**src/rtl/core/rbsg_pkg.sv**
```systemverilog
package rbsg_pkg;

   localparam int RADIUS_CAP = 15;
   localparam int R_W        = $clog2(RADIUS_CAP + 1);
   localparam int ROOT_W     = R_W + 1;
   localparam int SQ_W       = 2 * ROOT_W;

   localparam int COORD_W = 16;
   localparam int SIZE_W  = 14;
   localparam int BYTE_W  = 8;
   localparam int COL_W   = 4 * BYTE_W;
   localparam int LEFT_W  = 17;
   localparam int RW_W    = 15;
   localparam int EXT_W   = LEFT_W + 1;

   localparam int REQ_W = 112;
   localparam int RSP_W = 96;

   typedef enum logic [3:0] {
      ST_IDLE,
      ST_CLAMP,
      ST_EDGE,
      ST_ROW_A,
      ST_WAIT_A,
      ST_ROW_B,
      ST_WAIT_B,
      ST_SPAN,
      ST_EMIT,
      ST_FLUSH
   } state_type;

   typedef struct packed {
      logic load;
      logic clamp;
      logic part_clr;
      logic part_inc;
      logic row_clr;
      logic row_inc;
      logic sqrt_start;
      logic sqrt_sel_b;
      logic latch_a;
      logic latch_b;
      logic span_calc;
      logic push;
      logic push_span;
      logic flush;
   } cmd_type;

   typedef struct packed {
      logic degenerate;
      logic r_zero;
      logic part_last;
      logic edge_on;
      logic row_last;
      logic span_empty;
      logic sqrt_busy;
      logic push_ok;
      logic out_free;
   } status_type;

endpackage

```
**src/rtl/core/rbsg_isqrt.sv**
```systemverilog
module rbsg_isqrt (
   input  logic                           clock,
   input  logic                           reset,
   input  logic                           start,
   input  logic [rbsg_pkg::SQ_W-1:0]      value,
   output logic                           busy,
   output logic [rbsg_pkg::ROOT_W-1:0]    root,
   output logic                           exact
);

   localparam logic [rbsg_pkg::SQ_W-1:0] BIT_TOP = {2'b01, {(rbsg_pkg::SQ_W-2){1'b0}}};

   logic [rbsg_pkg::SQ_W-1:0] rem_ff, rem_in;
   logic [rbsg_pkg::SQ_W-1:0] res_ff, res_in;
   logic [rbsg_pkg::SQ_W-1:0] bit_ff, bit_in;
   logic                      busy_ff, busy_in;
   logic [rbsg_pkg::SQ_W:0]   trial;

   assign trial = {1'b0, res_ff} + {1'b0, bit_ff};

   always_comb begin
      rem_in  = rem_ff;
      res_in  = res_ff;
      bit_in  = bit_ff;
      busy_in = busy_ff;
      if (start) begin
         rem_in  = value;
         res_in  = '0;
         bit_in  = BIT_TOP;
         busy_in = 1'b1;
      end else if (busy_ff) begin
         if ({1'b0, rem_ff} >= trial) begin
            rem_in = rem_ff - trial[rbsg_pkg::SQ_W-1:0];
            res_in = (res_ff >> 1) + bit_ff;
         end else begin
            res_in = res_ff >> 1;
         end
         bit_in  = bit_ff >> 2;
         busy_in = |bit_ff[rbsg_pkg::SQ_W-1:2];
      end
   end

   always_ff @(posedge clock) begin
      if (reset) begin
         busy_ff <= 1'b0;
      end else begin
         busy_ff <= busy_in;
      end
      rem_ff <= rem_in;
      res_ff <= res_in;
      bit_ff <= bit_in;
   end

   assign busy  = busy_ff;
   assign root  = res_ff[rbsg_pkg::ROOT_W-1:0];
   assign exact = (rem_ff == '0);

endmodule

```
**src/rtl/core/rbsg_ctrl.sv**
```systemverilog
module rbsg_ctrl (
   input  logic                   clock,
   input  logic                   reset,
   input  logic                   req_tvalid,
   output logic                   req_tready,
   input  rbsg_pkg::status_type   status,
   output rbsg_pkg::cmd_type      cmd
);

   rbsg_pkg::state_type state_ff, state_in;

   always_ff @(posedge clock) begin
      if (reset) begin
         state_ff <= rbsg_pkg::ST_IDLE;
      end else begin
         state_ff <= state_in;
      end
   end

   always_comb begin
      state_in   = state_ff;
      cmd        = '0;
      req_tready = 1'b0;
      case (state_ff)
         rbsg_pkg::ST_IDLE: begin
            req_tready = 1'b1;
            if (req_tvalid) begin
               cmd.load = 1'b1;
               state_in = rbsg_pkg::ST_CLAMP;
            end
         end
         rbsg_pkg::ST_CLAMP: begin
            if (status.degenerate) begin
               state_in = rbsg_pkg::ST_IDLE;
            end else begin
               cmd.clamp    = 1'b1;
               cmd.part_clr = 1'b1;
               state_in     = rbsg_pkg::ST_EDGE;
            end
         end
         rbsg_pkg::ST_EDGE: begin
            if (!status.edge_on || status.push_ok) begin
               cmd.push     = status.edge_on;
               cmd.part_inc = 1'b1;
               if (status.part_last) begin
                  if (status.r_zero) begin
                     state_in = rbsg_pkg::ST_FLUSH;
                  end else begin
                     cmd.row_clr = 1'b1;
                     state_in    = rbsg_pkg::ST_ROW_A;
                  end
               end
            end
         end
         rbsg_pkg::ST_ROW_A: begin
            cmd.sqrt_start = 1'b1;
            state_in       = rbsg_pkg::ST_WAIT_A;
         end
         rbsg_pkg::ST_WAIT_A: begin
            if (!status.sqrt_busy) begin
               cmd.latch_a = 1'b1;
               state_in    = rbsg_pkg::ST_ROW_B;
            end
         end
         rbsg_pkg::ST_ROW_B: begin
            cmd.sqrt_start = 1'b1;
            cmd.sqrt_sel_b = 1'b1;
            state_in       = rbsg_pkg::ST_WAIT_B;
         end
         rbsg_pkg::ST_WAIT_B: begin
            if (!status.sqrt_busy) begin
               cmd.latch_b = 1'b1;
               state_in    = rbsg_pkg::ST_SPAN;
            end
         end
         rbsg_pkg::ST_SPAN: begin
            cmd.span_calc = 1'b1;
            cmd.part_clr  = 1'b1;
            state_in      = rbsg_pkg::ST_EMIT;
         end
         rbsg_pkg::ST_EMIT: begin
            if (status.span_empty || (status.push_ok && status.part_last)) begin
               if (!status.span_empty) begin
                  cmd.push      = 1'b1;
                  cmd.push_span = 1'b1;
                  cmd.part_inc  = 1'b1;
               end
               if (status.row_last) begin
                  state_in = rbsg_pkg::ST_FLUSH;
               end else begin
                  cmd.row_inc = 1'b1;
                  state_in    = rbsg_pkg::ST_ROW_A;
               end
            end else if (status.push_ok) begin
               cmd.push      = 1'b1;
               cmd.push_span = 1'b1;
               cmd.part_inc  = 1'b1;
            end
         end
         rbsg_pkg::ST_FLUSH: begin
            if (status.out_free) begin
               cmd.flush = 1'b1;
               state_in  = rbsg_pkg::ST_IDLE;
            end
         end
         default: begin
            state_in = rbsg_pkg::ST_IDLE;
         end
      endcase
   end

endmodule

```
**src/rtl/core/rbsg_dp.sv**
```systemverilog
module rbsg_dp (
   input  logic                          clock,
   input  logic                          reset,
   input  rbsg_pkg::cmd_type             cmd,
   output rbsg_pkg::status_type          status,
   input  logic [rbsg_pkg::REQ_W-1:0]    req_tdata,
   output logic                          rsp_tvalid,
   input  logic                          rsp_tready,
   output logic [rbsg_pkg::RSP_W-1:0]    rsp_tdata,
   output logic                          rsp_tlast
);

   localparam int R_W    = rbsg_pkg::R_W;
   localparam int ROOT_W = rbsg_pkg::ROOT_W;
   localparam int SQ_W   = rbsg_pkg::SQ_W;
   localparam int SIZE_W = rbsg_pkg::SIZE_W;
   localparam int BYTE_W = rbsg_pkg::BYTE_W;
   localparam int EXT_W  = rbsg_pkg::EXT_W;

   // box registers
   logic [rbsg_pkg::COORD_W-1:0] x_ff, y_ff;
   logic [SIZE_W-1:0]            w_ff, h_ff;
   logic [BYTE_W-1:0]            t_ff, rq_ff;
   logic [rbsg_pkg::COL_W-1:0]   col_ff;
   logic [R_W-1:0]               r_ff, r_in;
   logic [1:0]                   part_ff;
   logic [R_W-1:0]               row_ff;
   logic [ROOT_W-1:0]            ca_ff, fb_ff;
   logic [R_W-1:0]               ss_ff, se_ff, sw_ff;

   // output word and one-deep hold so the final word can carry tlast
   logic                         out_valid_ff, out_valid_in;
   logic [rbsg_pkg::RSP_W-1:0]   out_data_ff, out_data_in;
   logic                         out_last_ff, out_last_in;
   logic                         hold_valid_ff, hold_valid_in;
   logic [rbsg_pkg::RSP_W-1:0]   hold_data_ff, hold_data_in;

   logic [SIZE_W-1:0]   half_c, rlim_c;
   logic [R_W-1:0]      ri_c;
   logic [ROOT_W-1:0]   dr_c, d_c, dri_c;
   logic                b_ok;
   logic [SQ_W-1:0]     r2_c, d2_c, i2_c, sq_val;
   logic                sq_busy, sq_exact;
   logic [ROOT_W-1:0]   sq_root;
   logic [ROOT_W:0]     ca_sum, ss_c, se_c, rx_c;
   logic                out_free;

   logic signed [EXT_W-1:0] xe, ye, we, he, te, re, voe, sse, see, swe, rowe;
   logic signed [EXT_W-1:0] left_c, top_c, rw_c, rh_c;
   logic [rbsg_pkg::RSP_W-1:0] rect_c;

   // radius clamp
   always_comb begin
      half_c = ((w_ff < h_ff) ? w_ff : h_ff) >> 1;
      rlim_c = SIZE_W'(rq_ff);
      if (rlim_c > half_c) begin
         rlim_c = half_c;
      end
      if (rlim_c > SIZE_W'(rbsg_pkg::RADIUS_CAP)) begin
         rlim_c = SIZE_W'(rbsg_pkg::RADIUS_CAP);
      end
      r_in = rlim_c[R_W-1:0];
   end

   assign ri_c  = (BYTE_W'(r_ff) > t_ff) ? (r_ff - t_ff[R_W-1:0]) : '0;
   assign dr_c  = {r_ff, 1'b0};
   assign dri_c = {ri_c, 1'b0};
   assign d_c   = dr_c - {row_ff, 1'b0} - ROOT_W'(1);
   assign b_ok  = (d_c <= dri_c);

   assign r2_c   = SQ_W'(dr_c) * SQ_W'(dr_c);
   assign d2_c   = SQ_W'(d_c) * SQ_W'(d_c);
   assign i2_c   = SQ_W'(dri_c) * SQ_W'(dri_c);
   assign sq_val = cmd.sqrt_sel_b ? (i2_c - d2_c) : (r2_c - d2_c);

   rbsg_isqrt u_isqrt (
      .clock (clock),
      .reset (reset),
      .start (cmd.sqrt_start),
      .value (sq_val),
      .busy  (sq_busy),
      .root  (sq_root),
      .exact (sq_exact)
   );

   assign ca_sum = {1'b0, sq_root} + {{ROOT_W{1'b0}}, !sq_exact};

   // span extents of the current corner row
   always_comb begin
      rx_c = {2'b00, r_ff};
      ss_c = ({1'b0, dr_c} - {1'b0, ca_ff}) >> 1;
      if (b_ok) begin
         se_c = ({1'b0, dr_c} - {1'b0, fb_ff} + (ROOT_W+1)'(1)) >> 1;
      end else begin
         se_c = rx_c;
      end
      if (se_c > rx_c) begin
         se_c = rx_c;
      end
      if (se_c < ss_c) begin
         se_c = ss_c;
      end
   end

   // rectangle select
   assign xe   = {{(EXT_W-rbsg_pkg::COORD_W){x_ff[rbsg_pkg::COORD_W-1]}}, x_ff};
   assign ye   = {{(EXT_W-rbsg_pkg::COORD_W){y_ff[rbsg_pkg::COORD_W-1]}}, y_ff};
   assign we   = {{(EXT_W-SIZE_W){1'b0}}, w_ff};
   assign he   = {{(EXT_W-SIZE_W){1'b0}}, h_ff};
   assign te   = {{(EXT_W-BYTE_W){1'b0}}, t_ff};
   assign re   = {{(EXT_W-R_W){1'b0}}, r_ff};
   assign voe  = (r_ff == '0) ? te : re;
   assign sse  = {{(EXT_W-R_W){1'b0}}, ss_ff};
   assign see  = {{(EXT_W-R_W){1'b0}}, se_ff};
   assign swe  = {{(EXT_W-R_W){1'b0}}, sw_ff};
   assign rowe = {{(EXT_W-R_W){1'b0}}, row_ff};

   always_comb begin
      left_c = xe;
      top_c  = ye;
      rw_c   = swe;
      rh_c   = EXT_W'(1);
      if (cmd.push_span) begin
         left_c = part_ff[0] ? (xe + we - see) : (xe + sse);
         top_c  = part_ff[1] ? (ye + he - EXT_W'(1) - rowe) : (ye + rowe);
      end else begin
         case (part_ff)
            2'd0: begin
               left_c = xe + re;
               top_c  = ye;
               rw_c   = we - re - re;
               rh_c   = te;
            end
            2'd1: begin
               left_c = xe + re;
               top_c  = ye + he - te;
               rw_c   = we - re - re;
               rh_c   = te;
            end
            2'd2: begin
               left_c = xe;
               top_c  = ye + voe;
               rw_c   = te;
               rh_c   = he - voe - voe;
            end
            default: begin
               left_c = xe + we - te;
               top_c  = ye + voe;
               rw_c   = te;
               rh_c   = he - voe - voe;
            end
         endcase
      end
   end

   assign rect_c = {col_ff, rh_c[rbsg_pkg::RW_W-1:0], rw_c[rbsg_pkg::RW_W-1:0],
                    top_c[rbsg_pkg::LEFT_W-1:0], left_c[rbsg_pkg::LEFT_W-1:0]};

   // output staging
   assign out_free = !out_valid_ff || rsp_tready;

   always_comb begin
      out_valid_in  = out_valid_ff && !rsp_tready;
      out_data_in   = out_data_ff;
      out_last_in   = out_last_ff;
      hold_valid_in = hold_valid_ff;
      hold_data_in  = hold_data_ff;
      if (cmd.push) begin
         if (hold_valid_ff) begin
            out_valid_in = 1'b1;
            out_data_in  = hold_data_ff;
            out_last_in  = 1'b0;
         end
         hold_valid_in = 1'b1;
         hold_data_in  = rect_c;
      end else if (cmd.flush && hold_valid_ff) begin
         out_valid_in  = 1'b1;
         out_data_in   = hold_data_ff;
         out_last_in   = 1'b1;
         hold_valid_in = 1'b0;
      end
   end

   always_ff @(posedge clock) begin
      if (reset) begin
         out_valid_ff  <= 1'b0;
         hold_valid_ff <= 1'b0;
      end else begin
         out_valid_ff  <= out_valid_in;
         hold_valid_ff <= hold_valid_in;
      end
      out_data_ff  <= out_data_in;
      out_last_ff  <= out_last_in;
      hold_data_ff <= hold_data_in;
      if (cmd.load) begin
         x_ff   <= req_tdata[15:0];
         y_ff   <= req_tdata[31:16];
         w_ff   <= req_tdata[45:32];
         h_ff   <= req_tdata[59:46];
         t_ff   <= req_tdata[67:60];
         rq_ff  <= req_tdata[75:68];
         col_ff <= req_tdata[107:76];
      end
      if (cmd.clamp) begin
         r_ff <= r_in;
      end
      if (cmd.part_clr) begin
         part_ff <= '0;
      end else if (cmd.part_inc) begin
         part_ff <= part_ff + 2'd1;
      end
      if (cmd.row_clr) begin
         row_ff <= '0;
      end else if (cmd.row_inc) begin
         row_ff <= row_ff + R_W'(1);
      end
      if (cmd.latch_a) begin
         ca_ff <= ca_sum[ROOT_W-1:0];
      end
      if (cmd.latch_b) begin
         fb_ff <= sq_root;
      end
      if (cmd.span_calc) begin
         ss_ff <= ss_c[R_W-1:0];
         se_ff <= se_c[R_W-1:0];
         sw_ff <= se_c[R_W-1:0] - ss_c[R_W-1:0];
      end
   end

   always_comb begin
      status.degenerate = (w_ff == '0) || (h_ff == '0) || (t_ff == '0);
      status.r_zero     = (r_ff == '0);
      status.part_last  = (part_ff == 2'd3);
      status.edge_on    = (r_ff == '0) ||
                          (part_ff[1] ? (he > re + re) : (we > re + re));
      status.row_last   = (row_ff == r_ff - R_W'(1));
      status.span_empty = (sw_ff == '0);
      status.sqrt_busy  = sq_busy;
      status.push_ok    = !hold_valid_ff || out_free;
      status.out_free   = out_free;
   end

   assign rsp_tvalid = out_valid_ff;
   assign rsp_tdata  = out_data_ff;
   assign rsp_tlast  = out_last_ff;

endmodule

```
**src/rtl/core/rounded_border_span_generator.sv**
```systemverilog
// Rounded border span generator.
// Slave stream req_*: one word per border box. Master stream rsp_*: a run of
// filled rectangles that draw the box's rounded border, tlast on the final one.
// A box with zero width, height or thickness produces no rectangles.
// The block works on one box at a time; req_tready is high only while idle.
// The edge rectangles come first; a zero radius box has only those. Then come
// the corner rows, at most 15 since the radius is capped at 15. Each corner
// row runs two bit-serial square roots on the shared root unit, one result
// bit per cycle, and that unit sets the per-row cost.
// Rectangles pass through a one-word hold stage and an output register, so
// the last rectangle can be flagged before the next box is taken.
// When rsp_tready is low the output word holds and generation pauses once the
// hold stage is full; no rectangle is dropped.
// Synchronous reset returns the controller to idle and empties the output.
module rounded_border_span_generator (
   input  logic                          clock,
   input  logic                          reset,
   input  logic                          req_tvalid,
   output logic                          req_tready,
   // box_x, box_y, box_width, box_height, thickness, radius_request,
   // red_in, green_in, blue_in, alpha_in, zero pad
   input  logic [rbsg_pkg::REQ_W-1:0]    req_tdata,
   output logic                          rsp_tvalid,
   input  logic                          rsp_tready,
   // rect_left, rect_top, rect_w, rect_h, red_out, green_out, blue_out, alpha_out
   output logic [rbsg_pkg::RSP_W-1:0]    rsp_tdata,
   output logic                          rsp_tlast
);

   rbsg_pkg::cmd_type    cmd;
   rbsg_pkg::status_type status;

   rbsg_ctrl u_ctrl (
      .clock      (clock),
      .reset      (reset),
      .req_tvalid (req_tvalid),
      .req_tready (req_tready),
      .status     (status),
      .cmd        (cmd)
   );

   rbsg_dp u_dp (
      .clock      (clock),
      .reset      (reset),
      .cmd        (cmd),
      .status     (status),
      .req_tdata  (req_tdata),
      .rsp_tvalid (rsp_tvalid),
      .rsp_tready (rsp_tready),
      .rsp_tdata  (rsp_tdata),
      .rsp_tlast  (rsp_tlast)
   );

endmodule

```
**config.mk**
```make
export PLATFORM = sky130hd
export DESIGN_NAME = rounded_border_span_generator
export DESIGN_NICKNAME = d
export VERILOG_FILES = /design/src/rtl/core/rbsg_pkg.sv /design/src/rtl/core/rbsg_isqrt.sv /design/src/rtl/core/rbsg_ctrl.sv /design/src/rtl/core/rbsg_dp.sv /design/src/rtl/core/rounded_border_span_generator.sv
export SDC_FILE = /design/constraint.sdc
export NUM_CORES = 1
export LEC_CHECK = 0
export ABC_AREA = 1
export BUFFER_PORTS_ARGS = -buffer_cell sky130_fd_sc_hd__buf_2
export CAP_MARGIN = 30
export CORE_UTILIZATION = 60
export CTS_CLUSTER_DIAMETER = 200
export DETAILED_ROUTE_END_ITERATION = 7
export HOLD_SLACK_MARGIN = 0.03
export PLACE_DENSITY = 0.79
export REMOVE_ABC_BUFFERS = 1
export SYNTH_ARGS = -nofsm -noshare
export SYNTH_HDL_FRONTEND = slang
export SYNTH_SLANG_ARGS = --single-unit
```
**constraint.sdc**
```tcl
create_clock -name clock -period 10.8 [get_ports clock]
set_clock_uncertainty 0.15 [all_clocks]
set_input_delay 0.54 -clock clock [delete_from_list [all_inputs] [get_ports clock]]
set_output_delay 0.54 -clock clock [all_outputs]
set_load 0.05 [all_outputs]
```
==> results.env, run 1 <==
SETUP.WORST_PATH.CLASS='reg2reg'
CORE_AREA_UM2=37900
NETS=3233
CTS_INSERTED_BUFFERS=38
SYNTHESIS.YOSYS.WARNINGS=0
POSTSYNTH.ASYNCRESETSHARE_PCT=0
ESTIMATED_WIRELENGTH_OF_THE_DETAIL_PLACED_DESIGN_MM=45.3
PATH_CLK_SLEW_NS=0.06
HOLD_VIOL_FINAL=0
RSZ_0062_RAISED_AFTER_GLOBAL_ROUTING='no'
CTS_TREE='built'
YS_SEQ_AREA_SHARE_PCT=45.7
DOMINANT_COMBINATIONAL_CELL_FAMILY_BY_AREA_AFTER_SYNTHESIS='simple AND/OR/NAND/NOR gates'
GRT_MAX_DEGREE=72
SETUP.WORST_PATH.END_CLASS='register'
CRIT_SLOWEST_CELL='sky130_fd_sc_hd__edfxtp_1'
IRDROPWORSTVDD_mV=0.341
POWER_DENSITY_nW_PER_UM2=355
SYNTHCELLS=2551
DIE_AREA_UM2=39600
MAX_CLOCK_FREQ_GHz=0.144
MAX_SLEW.WORST_PIN.SLEW_NS=0.915
GRT_FIRST_PASS_WIRELENGTH_MM=98.7
CP_MAX_FO=15
DRT_WIRELENGTH_MM=64.4
SYNTHMOSTINSTANTIATEDCELL='sky130_fd_sc_hd__nand2_1'
DRIVE_ABOVE_1_SHARE_PCT=13.6
REMAINING_DRC_ERRORS=0
NUMBER_OF_PLACEMENT_ROWS=71
TOP_SIGNAL_LAYER_USED='met4'
LEAKAGE_nW=11.9
GPL.FINAL_WEIGHTED_CONGESTION=0.970
CP_REQUIRED_NS=10.98
SYN_AREA_UM2=23300
FIRST_GLOBAL_VIAS=18848
WIRE_LENGTH_ON_MET3_MM=4.95
VIASPERCELL=5.69
PLACEDINSTANCEAREA_UM2=24900
SHARE_OF_THE_SYNTHESIZED_AREA_IN_COMPOUND_GATES_AO_OA_AOI_OAI_PCT=12.0
FIN_TNS_SETUP_NS=0
SYNTHDISTINCTLIBCELLS=77
ROUTE.DETAILED.WL_PER_INST_UM=18.8
SYNTH-SEQ-CELLS=364
FINISH.INSTANCE_AREA_UM2=27300
DIE_X_UM=199
SYNTH_TOP_CELLS_BY_AREA='sky130_fd_sc_hd__edfxtp_1 (43%), sky130_fd_sc_hd__ha_1 (11%), sky130_fd_sc_hd__nand2_1 (8.4%)'
TOTAL_SETUP_VIOLATIONS_REPORTED_AT_THE_END_OF_THE_FLOW=0
HOLDCRITPATHCLASS='in2reg'
RELSLEWSLACK_PCT=38.4
SYNTH_XOR_AREA_SHARE_PCT=4.28
TOP_LEVEL_PORTS=215
SYN_TO_FINAL_GROWTH_PCT=17.3
PERIOD_MINUS_SLACK_NS=6.95
ANTENNA_FOUND_INITIAL=0
CLK_LATENCY_NS=0.58
POST_SYNTH_MUX_AREA_SHARE_PCT=0.140
PERIOD_UTILIZATION_PCT=64.4
CTS-ROOT-TO-SINK-BUFFERS=3
CPPEAKSTAGEDELAY_NS=0.69
POST_SYNTH.CELL_AREA_AVG_UM2=9.14
MAIN_SYNTH_FF_TYPE='sky130_fd_sc_hd__edfxtp_1'
FINAL_ANTENNA_NET_COUNT=0
DIE_Y_UM=199
SYNTH_COMMON_CELLS='sky130_fd_sc_hd__nand2_1 (519), sky130_fd_sc_hd__inv_1 (337), sky130_fd_sc_hd__edfxtp_1 (336)'
CAP_VIOL_MAX_COUNT=0
FRACTION_OF_THE_MAPPED_NETLIST_AREA_IN_SIMPLE_LOGIC_GATES_PCT=18.4
TIMING.CRITICAL_PATH.FROM_TYPE='register'
DRT_PRE_ANTENNA_ITERS=6
START_UTIL_PCT=61.4
M1WIRELENGTH_MM=26.6
MET2ROUTEDLENGTH_MM=30.4
TIMING_MAX_TRANSITION_VIOLATIONS_FINAL=0
YOSYS.AREA.TOP_TYPE='sky130_fd_sc_hd__edfxtp_1'
NUMBER_OF_PORT_BUFFERS=210
CLK_ROOT_BUFFER_CELL='sky130_fd_sc_hd__clkbuf_16'
ROUTED-VIA-COUNT=19535
REPORT.POWER.TOTAL_W=0.00971
GLOBAL_ROUTE.USAGE.TOTAL_PCT=32.4
RESULT_OF_THE_RUN='completed'
YOSYSTOPAREACELLSHARE_PCT=43.3
HTREEDEPTH=2
CRITICAL_PATH.MOST_COMMON_CELL='sky130_fd_sc_hd__nand2_1'
CRIT_ARRIVAL_NS=7.13
DRT_ITER0_DRC=1490
POST_CTS_SETUP_INSERTS=0
SYNTH_FA_HA_AREA_SHARE_PCT=12.9
POST_SYNTH_EDFFS=336
LAYOUT.FILLER_CELLS=2795
GR-TOTAL-OVERFLOW=0
CTS_NUM_SINKS=364
-- cell usage in the layout (no fill, tap or decap), types with 61 or more instances in the layout --
master,instances
sky130_fd_sc_hd__o21ai_0,153
sky130_fd_sc_hd__edfxtp_1,336
sky130_fd_sc_hd__inv_1,337
sky130_fd_sc_hd__nor2_1,185
sky130_fd_sc_hd__dlygate4sd3_1,108
sky130_fd_sc_hd__xor2_1,61
sky130_fd_sc_hd__a21oi_1,197
sky130_fd_sc_hd__nand2_1,518
sky130_fd_sc_hd__buf_2,210
sky130_fd_sc_hd__ha_1,206
sky130_fd_sc_hd__nand3_1,136
-- worst paths after layout --
kind	start	endpoint	slack (ns)	cells after the start
max reg2reg	u_dp.r_ff[0]	u_dp.sw_ff[3]	3.85	31
min reg2reg	u_dp.hold_data_ff[48]	u_dp.rsp_tdata[48]	0.26	0
max	u_dp.r_ff[0]	u_dp.sw_ff[3]	3.85	31
min	reset	u_ctrl.state_ff[2]	0.06	2
-- per-stage QoR --
step                      instances  hold slack [ns]  utilization, %  setup slack [ns]
after floorplan                2518            0.250               -              1.20
after global placement         3252            0.250            65.8              4.11
after detailed placement       3252            0.255            65.8              3.92
after CTS                      3429           0.0415            72.0              3.94
after global routing           3430           0.0642            72.1              3.34
final                          3431           0.0624            72.1              3.85
-- report_power, final --
group	internal (W)	switching [W]	leakage (nW)
registers	0.00219	0.000291	3.32
logic	0.00205	0.00380	7.99
clock network	0.000788	0.000587	0.622
total	0.00503	0.00468	11.9
-- area by class of cell --
class	count	area (µm²)	share of cell area, %
multi-input combinational	1795	11200	40.8
sequential	364	10700	39.0
timing repair buffer	332	2250	8.23
inverter	359	1350	4.95
clock buffer	45	987	3.61
tap	511	639	2.34
clock inverter	24	303	1.11
antenna	1	2.50	0.00915
-- worst max-delay path, delay by kind of cell (launching register included) --
family | cells | cell delay (ns)
AOI/OAI and AO/OA | 9 | 1.97
adders and majority gates | 6 | 1.85
buffers and inverters | 4 | 0.69
DFF | 1 | 0.69
and+or+nand+nor | 12 | 1.37
-- flip-flops by register name, summed over array words and instances, names as in the netlist, 2 cells and up --
name                 flops
u_dp.ca_ff               5
u_dp.u_isqrt.res_ff     10
u_dp.sw_ff               4
u_dp.part_ff             2
u_dp.y_ff               16
u_dp.hold_data_ff       96
u_dp.t_ff                8
u_dp.rq_ff               8
u_dp.ss_ff               4
u_dp.col_ff             32
u_dp.row_ff              4
u_dp.h_ff               14
u_dp.fb_ff               4
u_ctrl.state_ff          4
u_dp.r_ff                4
u_dp.rsp_tdata          96
u_dp.w_ff               14
u_dp.u_isqrt.rem_ff     10
u_dp.u_isqrt.bit_ff      5
u_dp.x_ff               16
u_dp.se_ff               4
-- per-layer routing --
layer	up-vias	GRT usage [%]
met5	-	0
met4	0	13.7
met3	155	4.35
met2	838	53.6
met1	9118	42.9
li1	9424	-
-- kinds of logic after synthesis --
| kind of cell | after synthesis |
|---|---|
| compound gates | 489 |
| flops | 364 |
| xor+xnor | 98 |
| buf+inv | 392 |
| other cells | 1 |
| simple gates | 977 |
| fa+ha+maj | 227 |
| mux | 3 |
-- repair_timing --
action / in CTS / in global routing
gates resized for setup: 0 / 0
hold buffers: 108 / 0
endpoints found under the hold margin: 108 / 0
No activity file was read; power rests on OpenSTA's default activity.
==> run 2: changes to the inputs <==
CORE_UTILIZATION = 55   (was 60)
PLACE_DENSITY = 0.77   (was 0.79)
clock period = 5.65 ns   (was 10.8 ns; I/O delays follow)
==> results.env, run 2 (synthesized netlist as in run 1, its figures left out) <==
VIASPERCELL=5.64
PERIOD_UTILIZATION_PCT=97.5
WORSTREG2REGEND='u_dp.u_isqrt.rem_ff[9]'
START_UTIL_PCT=55.7
TIMING_MAX_TRANSITION_VIOLATIONS_FINAL=0
SETUP.WORST_PATH.CLASS='reg2reg'
CTS_TREE='built'
ROUTED-VIA-COUNT=19813
FINAL_ANTENNA_NET_COUNT=0
ROUTE.DETAILED.WL_PER_INST_UM=18.6
WORSTREG2REGSTART='u_dp.r_ff[0]'
CTS_INSERTED_BUFFERS=41
CP_REQUIRED_NS=5.82
PATH_CLK_SLEW_NS=0.06
MOSTFREQUENTLAYOUTCELL='sky130_fd_sc_hd__nand2_1'
HOLD_VIOL_FINAL=0
CP-STARTPOINT='u_dp.r_ff[0]'
GRT_FIRST_PASS_WIRELENGTH_MM=102
HTREEDEPTH=2
FIN_TNS_SETUP_NS=0
GPL.FINAL_WEIGHTED_CONGESTION=0.942
DRIVE_ABOVE_1_SHARE_PCT=16.5
GR-TOTAL-OVERFLOW=0
CAP_VIOL_MAX_COUNT=0
CLK_LATENCY_NS=0.59
CTS-ROOT-TO-SINK-BUFFERS=3
DIE_X_UM=208
PERIOD_MINUS_SLACK_NS=5.51
FINISH.INSTANCE_AREA_UM2=28100
ESTIMATED_WIRELENGTH_OF_THE_DETAIL_PLACED_DESIGN_MM=47.2
CORE_AREA_UM2=41900
RESULT_OF_THE_RUN='completed'
FIRST_GLOBAL_VIAS=19261
MAX_SLEW.WORST_PIN.SLEW_NS=0.992
CRIT_ARRIVAL_NS=5.67
WORST_CASE_REGISTER_TO_REGISTER_SETUP_SLACK_NS=0.14
DIE_AREA_UM2=43200
REG2REG_DEPTH=23
TIMING.CRITICAL_PATH.FROM_TYPE='register'
DRT_PRE_ANTENNA_ITERS=7
NUMBER_OF_PORT_BUFFERS=210
PRE_CTS_SLACK_NS=-0.179
DRT_ITER0_DRC=1631
REMAINING_DRC_ERRORS=0
PLACEDINSTANCEAREA_UM2=25300
SYN_TO_FINAL_GROWTH_PCT=20.4
NETS=3284
GLOBAL_ROUTE.USAGE.TOTAL_PCT=30.0
CTS_NUM_SINKS=364
DIE_Y_UM=208
POST_ROUTE_SETUP_SLACK_NS=0.143
RELSLEWSLACK_PCT=33.9
TIMING.CRITICAL_PATH.TO='u_dp.u_isqrt.rem_ff[9]'
TOP_LEVEL_PORTS=215
NUMBER_OF_PLACEMENT_ROWS=75
GRT_MAX_DEGREE=94
SETUP.WORST_PATH.END_CLASS='register'
ANTENNA_FOUND_INITIAL=2
DRT_WIRELENGTH_MM=65.4
CLK_ROOT_BUFFER_CELL='sky130_fd_sc_hd__clkbuf_16'
TIMING.HOLD.WORST.START='req_tvalid'
HOLDCRITPATHCLASS='in2reg'
MAX_CLOCK_FREQ_GHz=0.182
LAYOUT.CORE_UTILIZATION_PCT=67.1
CP_MAX_FO=4
TOTAL_SETUP_VIOLATIONS_REPORTED_AT_THE_END_OF_THE_FLOW=0
FINAL_CELL_MIX='sky130_fd_sc_hd__nand2_1 (510), sky130_fd_sc_hd__edfxtp_1 (336), sky130_fd_sc_hd__inv_1 (335), sky130_fd_sc_hd__buf_2 (211), sky130_fd_sc_hd__ha_1 (200)'
run 2: layer usage:
metal | vias up | track usage [%] | wire length, µm
li1 | 9531 | - | -
met1 | 9310 | 38.8 | 27100
met2 | 826 | 51.4 | 31700
met3 | 144 | 4.96 | 4600
met4 | 2 | 9.94 | 2050
met5 | - | 0 | 8
run 2: worst min-delay path by stage:
stage,to,depth (start not counted),slack (ns)
3_3_place_gp,u_dp.hold_data_ff[67],0,0.25
3_5_place_dp,u_dp.rsp_tdata[26],0,0.25
4_1_cts,u_ctrl.state_ff[3],5,0.16
2_1_floorplan,u_ctrl.state_ff[2],1,0.20
5_1_grt,u_dp.w_ff[2],4,0.23
6_report,u_ctrl.state_ff[3],5,0.19
run 2: worst max-delay path: stages, from the launching register on:
cell	delay (ns)
sky130_fd_sc_hd__edfxtp_1	0.42
sky130_fd_sc_hd__buf_8	0.15
sky130_fd_sc_hd__ha_1	0.20
sky130_fd_sc_hd__inv_1	0.07
sky130_fd_sc_hd__fa_2	0.45
sky130_fd_sc_hd__buf_4	0.17
sky130_fd_sc_hd__fa_1	0.51
sky130_fd_sc_hd__fa_1	0.43
sky130_fd_sc_hd__fa_1	0.50
sky130_fd_sc_hd__inv_1	0.06
sky130_fd_sc_hd__ha_4	0.28
sky130_fd_sc_hd__a21oi_1	0.06
sky130_fd_sc_hd__o21bai_1	0.19
sky130_fd_sc_hd__nand2_1	0.07
sky130_fd_sc_hd__nand2_1	0.08
sky130_fd_sc_hd__a21oi_2	0.05
sky130_fd_sc_hd__xor2_1	0.16
sky130_fd_sc_hd__ha_1	0.35
sky130_fd_sc_hd__buf_4	0.16
sky130_fd_sc_hd__a211oi_2	0.18
sky130_fd_sc_hd__a21boi_2	0.25
sky130_fd_sc_hd__nand3_1	0.12
sky130_fd_sc_hd__nand2_1	0.09
sky130_fd_sc_hd__o21ai_1	0.08
run 2: cell type report:
class	count	area, µm²
clock buffer	47	1050
multi-input combinational	1795	11300
antenna	1	2.50
sequential	364	10700
tap	539	674
inverter	359	1350
timing repair buffer	380	2620
clock inverter	29	367
fill	3237	13800
run 2: metrics by stage:
step           hold WS [ns]  cells
6_report              0.189   3514
5_1_grt               0.231   3513
4_1_cts               0.161   3503
3_5_place_dp          0.255   3317
3_3_place_gp          0.250   3315
2_1_floorplan         0.202   2518
run 2: repair_timing:
item,in CTS,in global routing
hold buffers,110,0
buffers inserted,0,10
gates cloned,0,0
resized for setup,9,43
setup endpoints to repair,4,7
hold endpoints to repair,115,0
pin swaps,0,15
Power of run 2 is left out: the tool's default activity adds up to more than one toggle a clock period on the data nets, which glitch-free logic cannot reach.
